$ cat src/rtl/hrhp_pkg.sv
// Package for the HTTP request header parser: types, codes and character tables.
`default_nettype none

package hrhp_pkg;

  localparam int POS_BITS_DEF = 16;
  localparam int OUT_DEPTH    = 4;
  localparam int OUT_PTR_BITS = $clog2(OUT_DEPTH);
  localparam int OUT_CNT_BITS = $clog2(OUT_DEPTH + 1);

  typedef enum logic [3:0] {
    PH_METHOD   = 4'd0,
    PH_PATH     = 4'd1,
    PH_VERSION  = 4'd2,
    PH_TO_LF    = 4'd3,
    PH_NAME     = 4'd4,
    PH_VALUE    = 4'd5,
    PH_AFTER_LF = 4'd6,
    PH_SKIP_ONE = 4'd7,
    PH_BODY     = 4'd8
  } phase_t;

  typedef enum logic [2:0] {
    KIND_METHOD  = 3'd0,
    KIND_PATH    = 3'd1,
    KIND_VERSION = 3'd2,
    KIND_NAME    = 3'd3,
    KIND_VALUE   = 3'd4,
    KIND_DONE    = 3'd5,
    KIND_ERROR   = 3'd6
  } kind_t;

  localparam logic [7:0] ERR_VERSION   = 8'd0;
  localparam logic [7:0] ERR_NAME_CRLF = 8'd1;
  localparam logic [7:0] ERR_NAME_CHAR = 8'd2;
  localparam logic [7:0] ERR_TRUNCATED = 8'd3;

  localparam logic [7:0] CH_SPACE = 8'h20;
  localparam logic [7:0] CH_CR    = 8'h0D;
  localparam logic [7:0] CH_LF    = 8'h0A;
  localparam logic [7:0] CH_COLON = 8'h3A;
  localparam logic [7:0] CH_ZERO  = 8'h30;
  localparam logic [7:0] CH_NINE  = 8'h39;

  localparam int PROTO_PREFIX_LEN = 7;
  // "HTTP/1."
  localparam logic [7:0] VERSION_TEXT [PROTO_PREFIX_LEN] =
    '{8'h48, 8'h54, 8'h54, 8'h50, 8'h2F, 8'h31, 8'h2E};

  typedef struct packed {
    logic [2:0]  kind;
    logic [15:0] seg_start;
    logic [15:0] seg_length;
    logic [7:0]  header_index;
    logic [7:0]  info;
    logic        run_last;
  } res_t;

  // Token characters allowed in a header name.
  function automatic logic is_tchar(logic [7:0] b);
    logic ok;
    case (b) inside
      [8'h30:8'h39], [8'h41:8'h5A], [8'h61:8'h7A],
      8'h21, 8'h23, 8'h24, 8'h25, 8'h26, 8'h27, 8'h2A, 8'h2B,
      8'h2D, 8'h2E, 8'h5E, 8'h5F, 8'h60, 8'h7C, 8'h7E: ok = 1'b1;
      default: ok = 1'b0;
    endcase
    return ok;
  endfunction

endpackage

`default_nettype wire

$ cat src/rtl/hrhp_in_if.sv
// Request byte channel: one byte of the request per beat.
`default_nettype none

interface hrhp_in_if;
  logic       valid;
  logic       ready;
  logic [7:0] data_byte;
  logic       last_byte;

  modport source (output valid, data_byte, last_byte, input ready);
  modport sink   (input valid, data_byte, last_byte, output ready);
endinterface

`default_nettype wire

$ cat src/rtl/hrhp_out_if.sv
// Parse result channel: one segment, done or error report per beat.
`default_nettype none

interface hrhp_out_if;
  logic        valid;
  logic        ready;
  logic [2:0]  kind;
  logic [15:0] seg_start;
  logic [15:0] seg_length;
  logic [7:0]  header_index;
  logic [7:0]  info;
  logic        run_last;

  modport source (output valid, kind, seg_start, seg_length, header_index, info, run_last,
                  input ready);
  modport sink   (input valid, kind, seg_start, seg_length, header_index, info, run_last,
                  output ready);
endinterface

`default_nettype wire

$ cat src/rtl/http_request_header_parser_top.sv
// Top level of the HTTP request header parser: byte decode, phase state and result queue.
//
//   channel | dir | payload                                                   | beat
//   req     | in  | data_byte, last_byte                                      | one byte
//   res     | out | kind, seg_start, seg_length, header_index, info, run_last | one result
//
// One byte is taken per cycle; decode and phase update finish in that cycle.
// A byte yields up to two results, which go into a 4-entry result queue.
// req.ready is high while the queue has room for two results, so with res
// stalled req stops taking bytes once three or more results are waiting.
// Synchronous reset returns the parser to the method phase with an empty queue.
`default_nettype none

module http_request_header_parser_top #(
  parameter int POS_BITS = hrhp_pkg::POS_BITS_DEF
) (
  input  wire logic  clk,
  input  wire logic  rst,
  hrhp_in_if.sink    req,
  hrhp_out_if.source res
);

  typedef logic [POS_BITS-1:0] pos_t;

  localparam pos_t POS_ONE = POS_BITS'(1);
  localparam pos_t POS_TWO = POS_BITS'(2);
  localparam pos_t POS_MAX = {POS_BITS{1'b1}};

  function automatic logic [15:0] rep16(pos_t v);
    logic [31:0] w;
    w = 32'(v);
    return w[15:0];
  endfunction

  // parser state
  hrhp_pkg::phase_t phase, phase_next;
  pos_t             byte_position;
  pos_t             segment_begin, segment_begin_next;
  logic [2:0]       vstep, vstep_next;
  logic [7:0]       headers_started, headers_started_next;
  logic             failed, failed_next;

  // result queue
  hrhp_pkg::res_t                   queue [hrhp_pkg::OUT_DEPTH];
  logic [hrhp_pkg::OUT_PTR_BITS-1:0] wr_ptr, rd_ptr;
  logic [hrhp_pkg::OUT_CNT_BITS-1:0] count;

  logic accept, pop;
  logic [7:0] b;
  pos_t p;

  assign b      = req.data_byte;
  assign p      = byte_position;
  assign accept = req.valid && req.ready;
  assign pop    = res.valid && res.ready;

  // byte classes
  logic is_sp, is_cr, is_lf, is_colon, is_digit, tchar, ver_ok, ver_done;
  logic [7:0] hdr_inc, hdr_idx;
  pos_t name_begin;

  assign is_sp    = (b == hrhp_pkg::CH_SPACE);
  assign is_cr    = (b == hrhp_pkg::CH_CR);
  assign is_lf    = (b == hrhp_pkg::CH_LF);
  assign is_colon = (b == hrhp_pkg::CH_COLON);
  assign is_digit = (b >= hrhp_pkg::CH_ZERO) && (b <= hrhp_pkg::CH_NINE);
  assign tchar    = hrhp_pkg::is_tchar(b);
  assign ver_done = (vstep == 3'(hrhp_pkg::PROTO_PREFIX_LEN));
  assign ver_ok   = !ver_done && (b == hrhp_pkg::VERSION_TEXT[vstep]);
  assign hdr_inc  = (headers_started == 8'hFF) ? headers_started : headers_started + 8'd1;
  assign hdr_idx  = (headers_started_next != 8'd0) ? headers_started_next - 8'd1 : 8'd0;
  // a name that starts right after a value's LF begins at this byte
  assign name_begin = (phase == hrhp_pkg::PH_AFTER_LF) ? p : segment_begin;

  // next state
  always_comb begin
    phase_next           = phase;
    segment_begin_next   = segment_begin;
    vstep_next           = vstep;
    headers_started_next = headers_started;
    failed_next          = failed;
    if (!failed) begin
      case (phase)
        hrhp_pkg::PH_METHOD: begin
          if (is_sp) begin
            segment_begin_next = p + POS_ONE;
            phase_next         = hrhp_pkg::PH_PATH;
          end
        end
        hrhp_pkg::PH_PATH: begin
          if (is_sp) begin
            phase_next = hrhp_pkg::PH_VERSION;
            vstep_next = 3'd0;
          end
        end
        hrhp_pkg::PH_VERSION: begin
          if (!ver_done) begin
            if (ver_ok) vstep_next = vstep + 3'd1;
            else        failed_next = 1'b1;
          end else if (is_digit) begin
            phase_next = hrhp_pkg::PH_TO_LF;
          end else begin
            failed_next = 1'b1;
          end
        end
        hrhp_pkg::PH_TO_LF: begin
          if (is_lf) begin
            segment_begin_next   = p + POS_ONE;
            headers_started_next = hdr_inc;
            phase_next           = hrhp_pkg::PH_NAME;
          end
        end
        hrhp_pkg::PH_NAME, hrhp_pkg::PH_AFTER_LF: begin
          if (phase == hrhp_pkg::PH_AFTER_LF && is_cr) begin
            phase_next = hrhp_pkg::PH_SKIP_ONE;
          end else if (phase == hrhp_pkg::PH_AFTER_LF && is_lf) begin
            segment_begin_next = p + POS_ONE;
            phase_next         = hrhp_pkg::PH_BODY;
          end else begin
            if (phase == hrhp_pkg::PH_AFTER_LF) begin
              segment_begin_next   = p;
              headers_started_next = hdr_inc;
              phase_next           = hrhp_pkg::PH_NAME;
            end
            if (is_colon) begin
              segment_begin_next = p + POS_TWO;
              phase_next         = hrhp_pkg::PH_VALUE;
            end else if (is_cr || is_lf || !tchar) begin
              failed_next = 1'b1;
            end
          end
        end
        hrhp_pkg::PH_VALUE: begin
          if (is_lf) phase_next = hrhp_pkg::PH_AFTER_LF;
        end
        hrhp_pkg::PH_SKIP_ONE: begin
          segment_begin_next = p + POS_ONE;
          phase_next         = hrhp_pkg::PH_BODY;
        end
        default: ;
      endcase
    end
  end

  // results of this byte
  hrhp_pkg::res_t first, second, r0, r1;
  logic has_first, has_second;
  pos_t value_d, value_len, body_bytes;

  assign value_d    = p - segment_begin;
  assign value_len  = (value_d != '0 && value_d != POS_MAX) ? value_d - POS_ONE : '0;
  assign body_bytes = p + POS_ONE - segment_begin_next;

  always_comb begin
    first     = '0;
    has_first = 1'b0;
    if (!failed) begin
      case (phase)
        hrhp_pkg::PH_METHOD, hrhp_pkg::PH_PATH: begin
          if (is_sp) begin
            has_first        = 1'b1;
            first.kind       = (phase == hrhp_pkg::PH_METHOD) ? hrhp_pkg::KIND_METHOD
                                                              : hrhp_pkg::KIND_PATH;
            first.seg_start  = rep16(segment_begin);
            first.seg_length = rep16(p - segment_begin);
          end
        end
        hrhp_pkg::PH_VERSION: begin
          has_first = 1'b1;
          if (ver_done && is_digit) begin
            first.kind       = hrhp_pkg::KIND_VERSION;
            first.seg_start  = rep16(p - POS_TWO);
            first.seg_length = 16'd3;
            first.info       = b - hrhp_pkg::CH_ZERO;
          end else if (!ver_ok) begin
            first.kind      = hrhp_pkg::KIND_ERROR;
            first.seg_start = rep16(p);
            first.info      = hrhp_pkg::ERR_VERSION;
          end else begin
            has_first = 1'b0;
          end
        end
        hrhp_pkg::PH_NAME, hrhp_pkg::PH_AFTER_LF: begin
          if (!(phase == hrhp_pkg::PH_AFTER_LF && (is_cr || is_lf))) begin
            has_first = 1'b1;
            if (is_colon) begin
              first.kind         = hrhp_pkg::KIND_NAME;
              first.seg_start    = rep16(name_begin);
              first.seg_length   = rep16(p - name_begin);
              first.header_index = hdr_idx;
            end else if (is_cr || is_lf) begin
              first.kind      = hrhp_pkg::KIND_ERROR;
              first.seg_start = rep16(p);
              first.info      = hrhp_pkg::ERR_NAME_CRLF;
            end else if (!tchar) begin
              first.kind      = hrhp_pkg::KIND_ERROR;
              first.seg_start = rep16(p);
              first.info      = hrhp_pkg::ERR_NAME_CHAR;
            end else begin
              has_first = 1'b0;
            end
          end
        end
        hrhp_pkg::PH_VALUE: begin
          if (is_lf) begin
            has_first          = 1'b1;
            first.kind         = hrhp_pkg::KIND_VALUE;
            first.seg_start    = rep16(segment_begin);
            first.seg_length   = rep16(value_len);
            first.header_index = hdr_idx;
          end
        end
        default: ;
      endcase
    end
    first.run_last = 1'b1;

    // end of request: report body or truncation
    second     = '0;
    has_second = req.last_byte && !failed_next;
    if (phase_next == hrhp_pkg::PH_BODY) begin
      second.kind       = hrhp_pkg::KIND_DONE;
      second.seg_start  = rep16(segment_begin_next);
      second.seg_length = rep16(body_bytes);
      second.info       = headers_started_next;
    end else begin
      second.kind      = hrhp_pkg::KIND_ERROR;
      second.seg_start = rep16(p);
      second.info      = hrhp_pkg::ERR_TRUNCATED;
    end
    second.run_last = 1'b1;

    if (has_first) begin
      r0          = first;
      r0.run_last = !has_second;
      r1          = second;
    end else begin
      r0 = second;
      r1 = second;
    end
  end

  logic [1:0] n_push;
  assign n_push = accept ? (2'(has_first) + 2'(has_second)) : 2'd0;

  // parser registers
  always_ff @(posedge clk) begin
    if (rst || (accept && req.last_byte)) begin
      phase           <= hrhp_pkg::PH_METHOD;
      byte_position   <= '0;
      segment_begin   <= '0;
      vstep           <= 3'd0;
      headers_started <= 8'd0;
      failed          <= 1'b0;
    end else if (accept) begin
      phase           <= phase_next;
      byte_position   <= p + POS_ONE;
      segment_begin   <= segment_begin_next;
      vstep           <= vstep_next;
      headers_started <= headers_started_next;
      failed          <= failed_next;
    end
  end

  // result queue
  always_ff @(posedge clk) begin
    if (n_push != 2'd0) queue[wr_ptr] <= r0;
    if (n_push == 2'd2) queue[wr_ptr + hrhp_pkg::OUT_PTR_BITS'(1)] <= r1;
  end

  always_ff @(posedge clk) begin
    if (rst) begin
      wr_ptr <= '0;
      rd_ptr <= '0;
      count  <= '0;
    end else begin
      wr_ptr <= wr_ptr + hrhp_pkg::OUT_PTR_BITS'(n_push);
      if (pop) rd_ptr <= rd_ptr + hrhp_pkg::OUT_PTR_BITS'(1);
      count <= count + hrhp_pkg::OUT_CNT_BITS'(n_push) - hrhp_pkg::OUT_CNT_BITS'(pop);
    end
  end

  assign req.ready        = (count <= hrhp_pkg::OUT_CNT_BITS'(hrhp_pkg::OUT_DEPTH - 2));
  assign res.valid        = (count != '0);
  assign res.kind         = queue[rd_ptr].kind;
  assign res.seg_start    = queue[rd_ptr].seg_start;
  assign res.seg_length   = queue[rd_ptr].seg_length;
  assign res.header_index = queue[rd_ptr].header_index;
  assign res.info         = queue[rd_ptr].info;
  assign res.run_last     = queue[rd_ptr].run_last;

  // checks
  a_queue_bound: assert property (@(posedge clk) disable iff (rst)
    count <= hrhp_pkg::OUT_CNT_BITS'(hrhp_pkg::OUT_DEPTH))
    else $error("result queue overflow");

  a_last_resets: assert property (@(posedge clk) disable iff (rst)
    accept && req.last_byte |=> phase == hrhp_pkg::PH_METHOD && !failed
                                && byte_position == '0)
    else $error("parser not back in method phase after last byte");

  a_failed_holds: assert property (@(posedge clk) disable iff (rst)
    failed && !(accept && req.last_byte) |=> failed)
    else $error("error state dropped before last byte");

  a_one_error: assert property (@(posedge clk) disable iff (rst)
    accept && failed |-> n_push == 2'd0)
    else $error("result produced after an error");

endmodule

`default_nettype wire
$ cat src/flat_wrapper.sv
// flat-port wrapper written by rule: the top's interface ports become plain ports
module http_request_header_parser_top_flat 
#(
  parameter int POS_BITS = hrhp_pkg::POS_BITS_DEF
)
  (clk, rst, req_valid, req_data_byte, req_last_byte, req_ready, res_valid, res_kind, res_seg_start, res_seg_length, res_header_index, res_info, res_run_last, res_ready);
  hrhp_in_if req_i ();
  hrhp_out_if res_i ();
  input  wire logic clk;
  input  wire logic rst;
  input wire logic [$bits(req_i.valid)-1:0] req_valid;
  input wire logic [$bits(req_i.data_byte)-1:0] req_data_byte;
  input wire logic [$bits(req_i.last_byte)-1:0] req_last_byte;
  output wire logic [$bits(req_i.ready)-1:0] req_ready;
  output wire logic [$bits(res_i.valid)-1:0] res_valid;
  output wire logic [$bits(res_i.kind)-1:0] res_kind;
  output wire logic [$bits(res_i.seg_start)-1:0] res_seg_start;
  output wire logic [$bits(res_i.seg_length)-1:0] res_seg_length;
  output wire logic [$bits(res_i.header_index)-1:0] res_header_index;
  output wire logic [$bits(res_i.info)-1:0] res_info;
  output wire logic [$bits(res_i.run_last)-1:0] res_run_last;
  input wire logic [$bits(res_i.ready)-1:0] res_ready;
  assign req_i.valid = req_valid;
  assign req_i.data_byte = req_data_byte;
  assign req_i.last_byte = req_last_byte;
  assign req_ready = req_i.ready;
  assign res_valid = res_i.valid;
  assign res_kind = res_i.kind;
  assign res_seg_start = res_i.seg_start;
  assign res_seg_length = res_i.seg_length;
  assign res_header_index = res_i.header_index;
  assign res_info = res_i.info;
  assign res_run_last = res_i.run_last;
  assign res_i.ready = res_ready;
  http_request_header_parser_top #(.POS_BITS(POS_BITS)) u_core (.clk(clk), .rst(rst), .req(req_i), .res(res_i));
endmodule
$ cat config.mk
export PLATFORM = sky130hd
export DESIGN_NAME = http_request_header_parser_top_flat
export DESIGN_NICKNAME = d
export VERILOG_FILES = /design/src/rtl/hrhp_pkg.sv /design/src/rtl/hrhp_in_if.sv /design/src/rtl/hrhp_out_if.sv /design/src/rtl/http_request_header_parser_top.sv /design/src/flat_wrapper.sv
export SDC_FILE = /design/constraint.sdc
export NUM_CORES = 1
export LEC_CHECK = 0
export ABC_AREA = 1
export BUFFER_PORTS_ARGS = -buffer_cell sky130_fd_sc_hd__buf_4
export CAP_MARGIN = 10
export CORE_AREA = 2 2 224 226
export DETAILED_ROUTE_END_ITERATION = 8
export DIE_AREA = 0 0 226 228
export PLACE_DENSITY = 0.57
export SLEW_MARGIN = 5
export SYNTH_ARGS = -nofsm -noshare
export SYNTH_HDL_FRONTEND = slang
export SYNTH_SLANG_ARGS = --single-unit
$ cat constraint.sdc
create_clock -name clk -period 6.65 [get_ports clk]
set_clock_uncertainty 0.1 [all_clocks]
set_input_delay 0.9975 -clock clk [delete_from_list [all_inputs] [get_ports clk]]
set_output_delay 0.9975 -clock clk [all_outputs]
set_load 0.05 [all_outputs]
Word level (Yosys, flattened, before mapping)
Memories as Yosys holds them, arrays and structs flattened. A register that Yosys moved wholly into a read port is not among the register bits.
Cells that the tools add are included.
Word-level totals
  ROM bits: 64
  memories kept: 2
  bits in latches: 0
  memory bits (writable): 208
  logic and storage cells: 187
  bits in registers: 55
Cells by class
  bitwise operators: 2
  shift operators: 0
  $lt $le $gt $ge: 8
  div/mod/pow operators: 0
  reduce and logical (&&, ||, !) cells: 30
  mux-type cells: 84
  multipliers: 0
  $add $sub $neg: 17
  equality and inequality tests: 35
Memories
  u_core.queue: words 4, bits a word 52, rd ports 1, clocked after memory_dff 1, write ports 2, line http_request_header_parser_top.sv:44  | hrhp_pkg::res_t queue [hrhp_pkg::OUT_DEPTH];
  (no name shown): words 8, bits a word 8, rd ports 1, clocked after memory_dff 0, write ports 0, line http_request_header_parser_top.sv:69  | assign ver_ok = !ver_done && (b == hrhp_pkg::VERSION_TEXT[vstep]);
Operators by type and width (count)
  two-way mux 16 bit: 9
  one-hot mux 35 bit (4 select lines): 1
  two-way mux 8 bit: 13
  two-way mux 51 bit: 2
  equality test 8 x 6 -> 1 bit, second input constant: 12
  two-way mux 19 bit: 5
  one-hot mux 16 bit (4 select lines): 1
  two-way mux 52 bit: 1
  one-hot mux 8 bit (2 select lines): 3
  subtractor 16 bit: 3
  two-way mux 4 bit: 11
  two-way mux 43 bit: 1
  equality test 8 x 7 -> 1 bit, second input constant: 5
  two-way mux 35 bit: 1
  one-hot mux 4 bit (7 select lines): 1
  two-way mux 24 bit: 1
  two-way mux 1 bit: 22
  two-way mux 18 bit: 1
  OR reduction 18 bit: 1
  adder 16 x 1 -> 16 bit, second input constant: 1
  adder 16 x 2 -> 16 bit, second input constant: 1
  equality test 4 x 3 -> 1 bit, second input constant: 4
  equality test 8 x 4 -> 1 bit, second input constant: 2
  greater-or-equal comparator 8 x 7 -> 1 bit, second input constant: 2
  43 further kinds: 72

Longest topological paths before layout
  word-level depth: 19
  mapped depth: 31
  gate-level depth less buffers: 28

Worst setup path before layout
No wires, ideal clock.
  path type: input-to-reg
  start: in req_data_byte[4]
  end: mem u_core.queue[0][12] in the netlist's numbering
  cell stages on the path: 25
  library setup time: 0.127 ns
  slack: 1.372 ns
  data required time: 6.423 ns
  arrival time: 5.051 ns
  path through: inv_1 ha_1 nand3_1 nor2_2 inv_2 nor2_1 inv_2 nand2_2 inv_2 nand3_2 nand2_4 inv_4 buf_2 ha_1 inv_1 nor2_1 inv_1 nor2_1 inv_1 nor2_2 inv_1 nand2_1 inv_1 nand2_1 o21ai_0
RTL lines
  from (decl): line flat_wrapper.sv:12  | input wire logic [$bits(req_i.data_byte)-1:0] req_data_byte;
  to (decl): line http_request_header_parser_top.sv:44

==> metrics.md <==
| Metric | Value |
|---|---|
| Sequential-to-total area share from yosys stat | `36.0%` |
| DRC viols | `0` |
| Netlist area before placement | `19400 sq um` |
| Design Area, Final | `21700 sq um` |
| Hold Path Class | `flip-flop to flip-flop` |
| Share of the synthesized area in the top cell type | `26.0%` |
| Leading post-synthesis cells by instance count | `nand2_1, o21ai_0, nor2_1, inv_1, nand3_1` |
| Deepest level of the CTS H-tree | `2` |
| Remaining antenna violation count | `0` |
| Worst setup path class | `flip-flop to flip-flop` |
| Drt initial violations | `2340` |
| Clk buf depth | `3` |
| Total setup violations reported at the end of the flow | `0` |
| Total Routing Usage GR | `29.1%` |
| Via count | `19800` |
| Final worst slack | `1.24 ns` |
| Overflow after GRT | `0` |
| Clock Pin Slew Worst Setup and Hold Paths | `0.06 ns` |
| Dominant register cell in the synthesized netlist | `edfxtp_1` |
| Post-synthesis cell type count | `57` |
| CTS buffer count | `35` |
| Number of cells in the finished layout apart from fillers | `3556` |
| Critical path endpoint category | `flip-flop` |
| Latest clock arrival within the worst-skew pair | `0.55 ns` |
| Initial core utilization | `39.3%` |
| Vias/cell | `5.57` |
| Die extent in x | `226 um` |
| Worst slew margin relative to its limit | `20.4%` |
| Share of synthesized flip-flops with an asynchronous set or reset | `0%` |
| # nets final | `2941` |
| Slew at the pin closest to its max-slew limit | `1.19 ns` |
| Per-instance average area after synthesis | `6.87 sq um` |
| Final Core Density | `44.1%` |
| # rows | `82` |
| CTS tree | `yes` |
| Achievable Freq | `185 MHz` |
| Setup TNS | `0 ns` |
| Data arrival time of the critical path | `5.61 ns` |
| Pin count of the biggest net entering global routing | `63` |
| Vert. Die Dim | `228 um` |
| Final Critical Period | `5.41 ns` |
| Wire length of the first global-routing pass | `115000 um` |
| Top-level port count | `67` |
| Sort of element at the start of the critical path | `flip-flop` |
| TritonCTS sink count | `265` |
| Initial antenna violation count | `0` |
| Die Footprint | `51500 sq um` |
| Number of setup buffers added after CTS | `0` |
| Largest area contributor in the netlist | `edfxtp_1` |
| Number of warnings printed during yosys synthesis | `0` |
| Number of antenna cells inserted | `0` |
| Number of max-slew violations in the final report | `0` |
| Post-synthesis sequential element count | `265` |
| Final Routed Wirelength | `75500 um` |
| Syn_nets | `2909` |
| Worst slack on hold paths | `0.347 ns` |
| Router iterations before antenna repair | `6` |
| Result of the run | `finished clean` |
| Post-DP HPWL | `53300 um` |
| Number of global-route vias before repair | `18700` |
| Maximum capacitance violations | `0` |
| Buffers on Ports | `66` |
| Count of flip-flops with a built-in enable after synthesis | `168` |
| Leakage power | `9.56 nW` |
| Proportion of layout cells with a drive suffix above 1 | `9.60%` |
| Unrepaired setup endpoints after global routing | `false` |
| Area growth from synthesis to layout | `12.0%` |
| Weighted congestion at the end of routability-driven global placement | `0.994` |
| Standard cell area after detailed placement | `20600 sq um` |
| Cells taking the most area after synthesis | `edfxtp_1, nand2_1, dfxtp_1, o21ai_0, nand3_1` |
| Total instance count after detailed placement | `3492` |
| Power, Total | `9.04 mW` |
| Final hold vios | `0` |
| Placeable Area | `49300 sq um` |
| Pre-CTS setup slack | `1.03 ns` |
| Areal power density over the cells | `416 nW/um^2` |
| Required @ worst endpoint | `6.85 ns` |
| Maximum vdd ir drop | `0.186 mV` |
| Largest driver fanout on the critical path | `11` |
| Final cycle utilization of the critical path | `81.3%` |
| Number of hold-repair buffers added at the cts stage | `0` |
| Clock Tree Root | `clkbuf_16` |
| Total of cells resized after clock tree synthesis | `0` |
| Cell with the most instances after synthesis | `nand2_1` |
| Average wire length per cell after detail routing | `21.2 um` |
| Cell count after synthesis | `2825` |
area by class of cell:
class,count,area (sq um)
clock buffers,51,997
clock inverters,13,131
fillers,5076,27600
inverters,296,1120
multi-input cells,2147,10800
flip-flops and latches,265,6990
well taps,672,841
repair buffers,112,891
cell usage in the layout (no fill, tap or decap), types with 6 or more instances in the layout:
| cell type | instances |
|---|---|
| nand3b_1 | 6 |
| o211ai_1 | 10 |
| o21ai_1 | 21 |
| clkinv_1 | 11 |
| xor2_1 | 41 |
| nor2_4 | 9 |
| dfxtp_1 | 96 |
| buf_4 | 108 |
| xnor2_1 | 13 |
| inv_1 | 265 |
| nand2_2 | 36 |
| edfxtp_1 | 168 |
| nand2_1 | 781 |
| nand3_1 | 227 |
| ha_1 | 67 |
| nor2_1 | 273 |
| clkbuf_1 | 11 |
| nand4_1 | 47 |
| clkbuf_16 | 36 |
| nor3_1 | 13 |
| inv_2 | 22 |
| o21ai_0 | 295 |
| a21oi_1 | 123 |
| o22ai_1 | 93 |
| nor2_2 | 16 |
power breakdown:
group | switching [mW] | total (mW) | internal [mW] | leakage [nW]
Clock | 0.757 | 1.88 | 1.12 | 0.547
Sequential | 0.213 | 2.21 | 2.00 | 2.14
Combinational | 3.62 | 4.95 | 1.33 | 6.87
kinds of logic after synthesis:
kind of cell | share of synthesized area [%]
AND/OR/NAND/NOR | 31.9
AO/OA/AOI/OAI | 16.4
buffers and inverters | 8.55
flip-flops | 36.0
adder cells (fa/ha/maj) | 4.73
XOR/XNOR | 2.44
worst paths after layout:
| path | start | to | slack [ns] | cells after the start |
|---|---|---|---|---|
| max | u_core.byte_position[1] | u_core.queue[3][30] | 1.24 | 23 |
| min | u_core.queue[2][16] | u_core.queue[2][16] | 0.35 | 2 |
| max reg2reg | u_core.byte_position[1] | u_core.queue[3][30] | 1.24 | 23 |
| min reg2reg | u_core.queue[2][16] | u_core.queue[2][16] | 0.35 | 2 |
sequential cells by signal (all words and copies together) (netlist names), named ones only:
| name | flops |
|---|---|
| u_core.vstep | 3 |
| u_core.queue | 208 |
| u_core.phase | 4 |
| u_core.segment_begin | 16 |
| u_core.failed | 1 |
| u_core.wr_ptr | 2 |
| u_core.rd_ptr | 2 |
| u_core.byte_position | 16 |
| u_core.headers_started | 8 |
| u_core.count | 3 |
routing by layer:
| metal | track usage, % | vias up | wire (um) |
|---|---|---|---|
| met5 | 0 | - | 0 |
| met4 | 8.65 | 0 | 1960 |
| met3 | 4.10 | 112 | 5830 |
| met2 | 46.3 | 818 | 34100 |
| met1 | 41.0 | 9335 | 33700 |
| li1 | - | 9538 | - |
critical path, cell delays in order, from the launching register on:
cell      delay (ns)
dfxtp_1         0.71
ha_1            0.34
nand3_1         0.18
nor2_1          0.57
nand2_1         0.14
o21ai_0         0.17
o21ai_0         0.16
inv_1           0.20
nand2_1         0.08
o211ai_1        0.09
nand2_1         0.06
o21ai_0         0.26
inv_1           0.11
ha_1            0.40
nand2_1         0.10
o21ai_0         0.35
a21oi_1         0.07
nand2_1         0.14
a31oi_1         0.11
or2_2           0.28
nand3_1         0.18
nand2_1         0.15
nand3_1         0.14
nand2_1         0.06
Note: power is estimated with default switching activity, not from simulation.
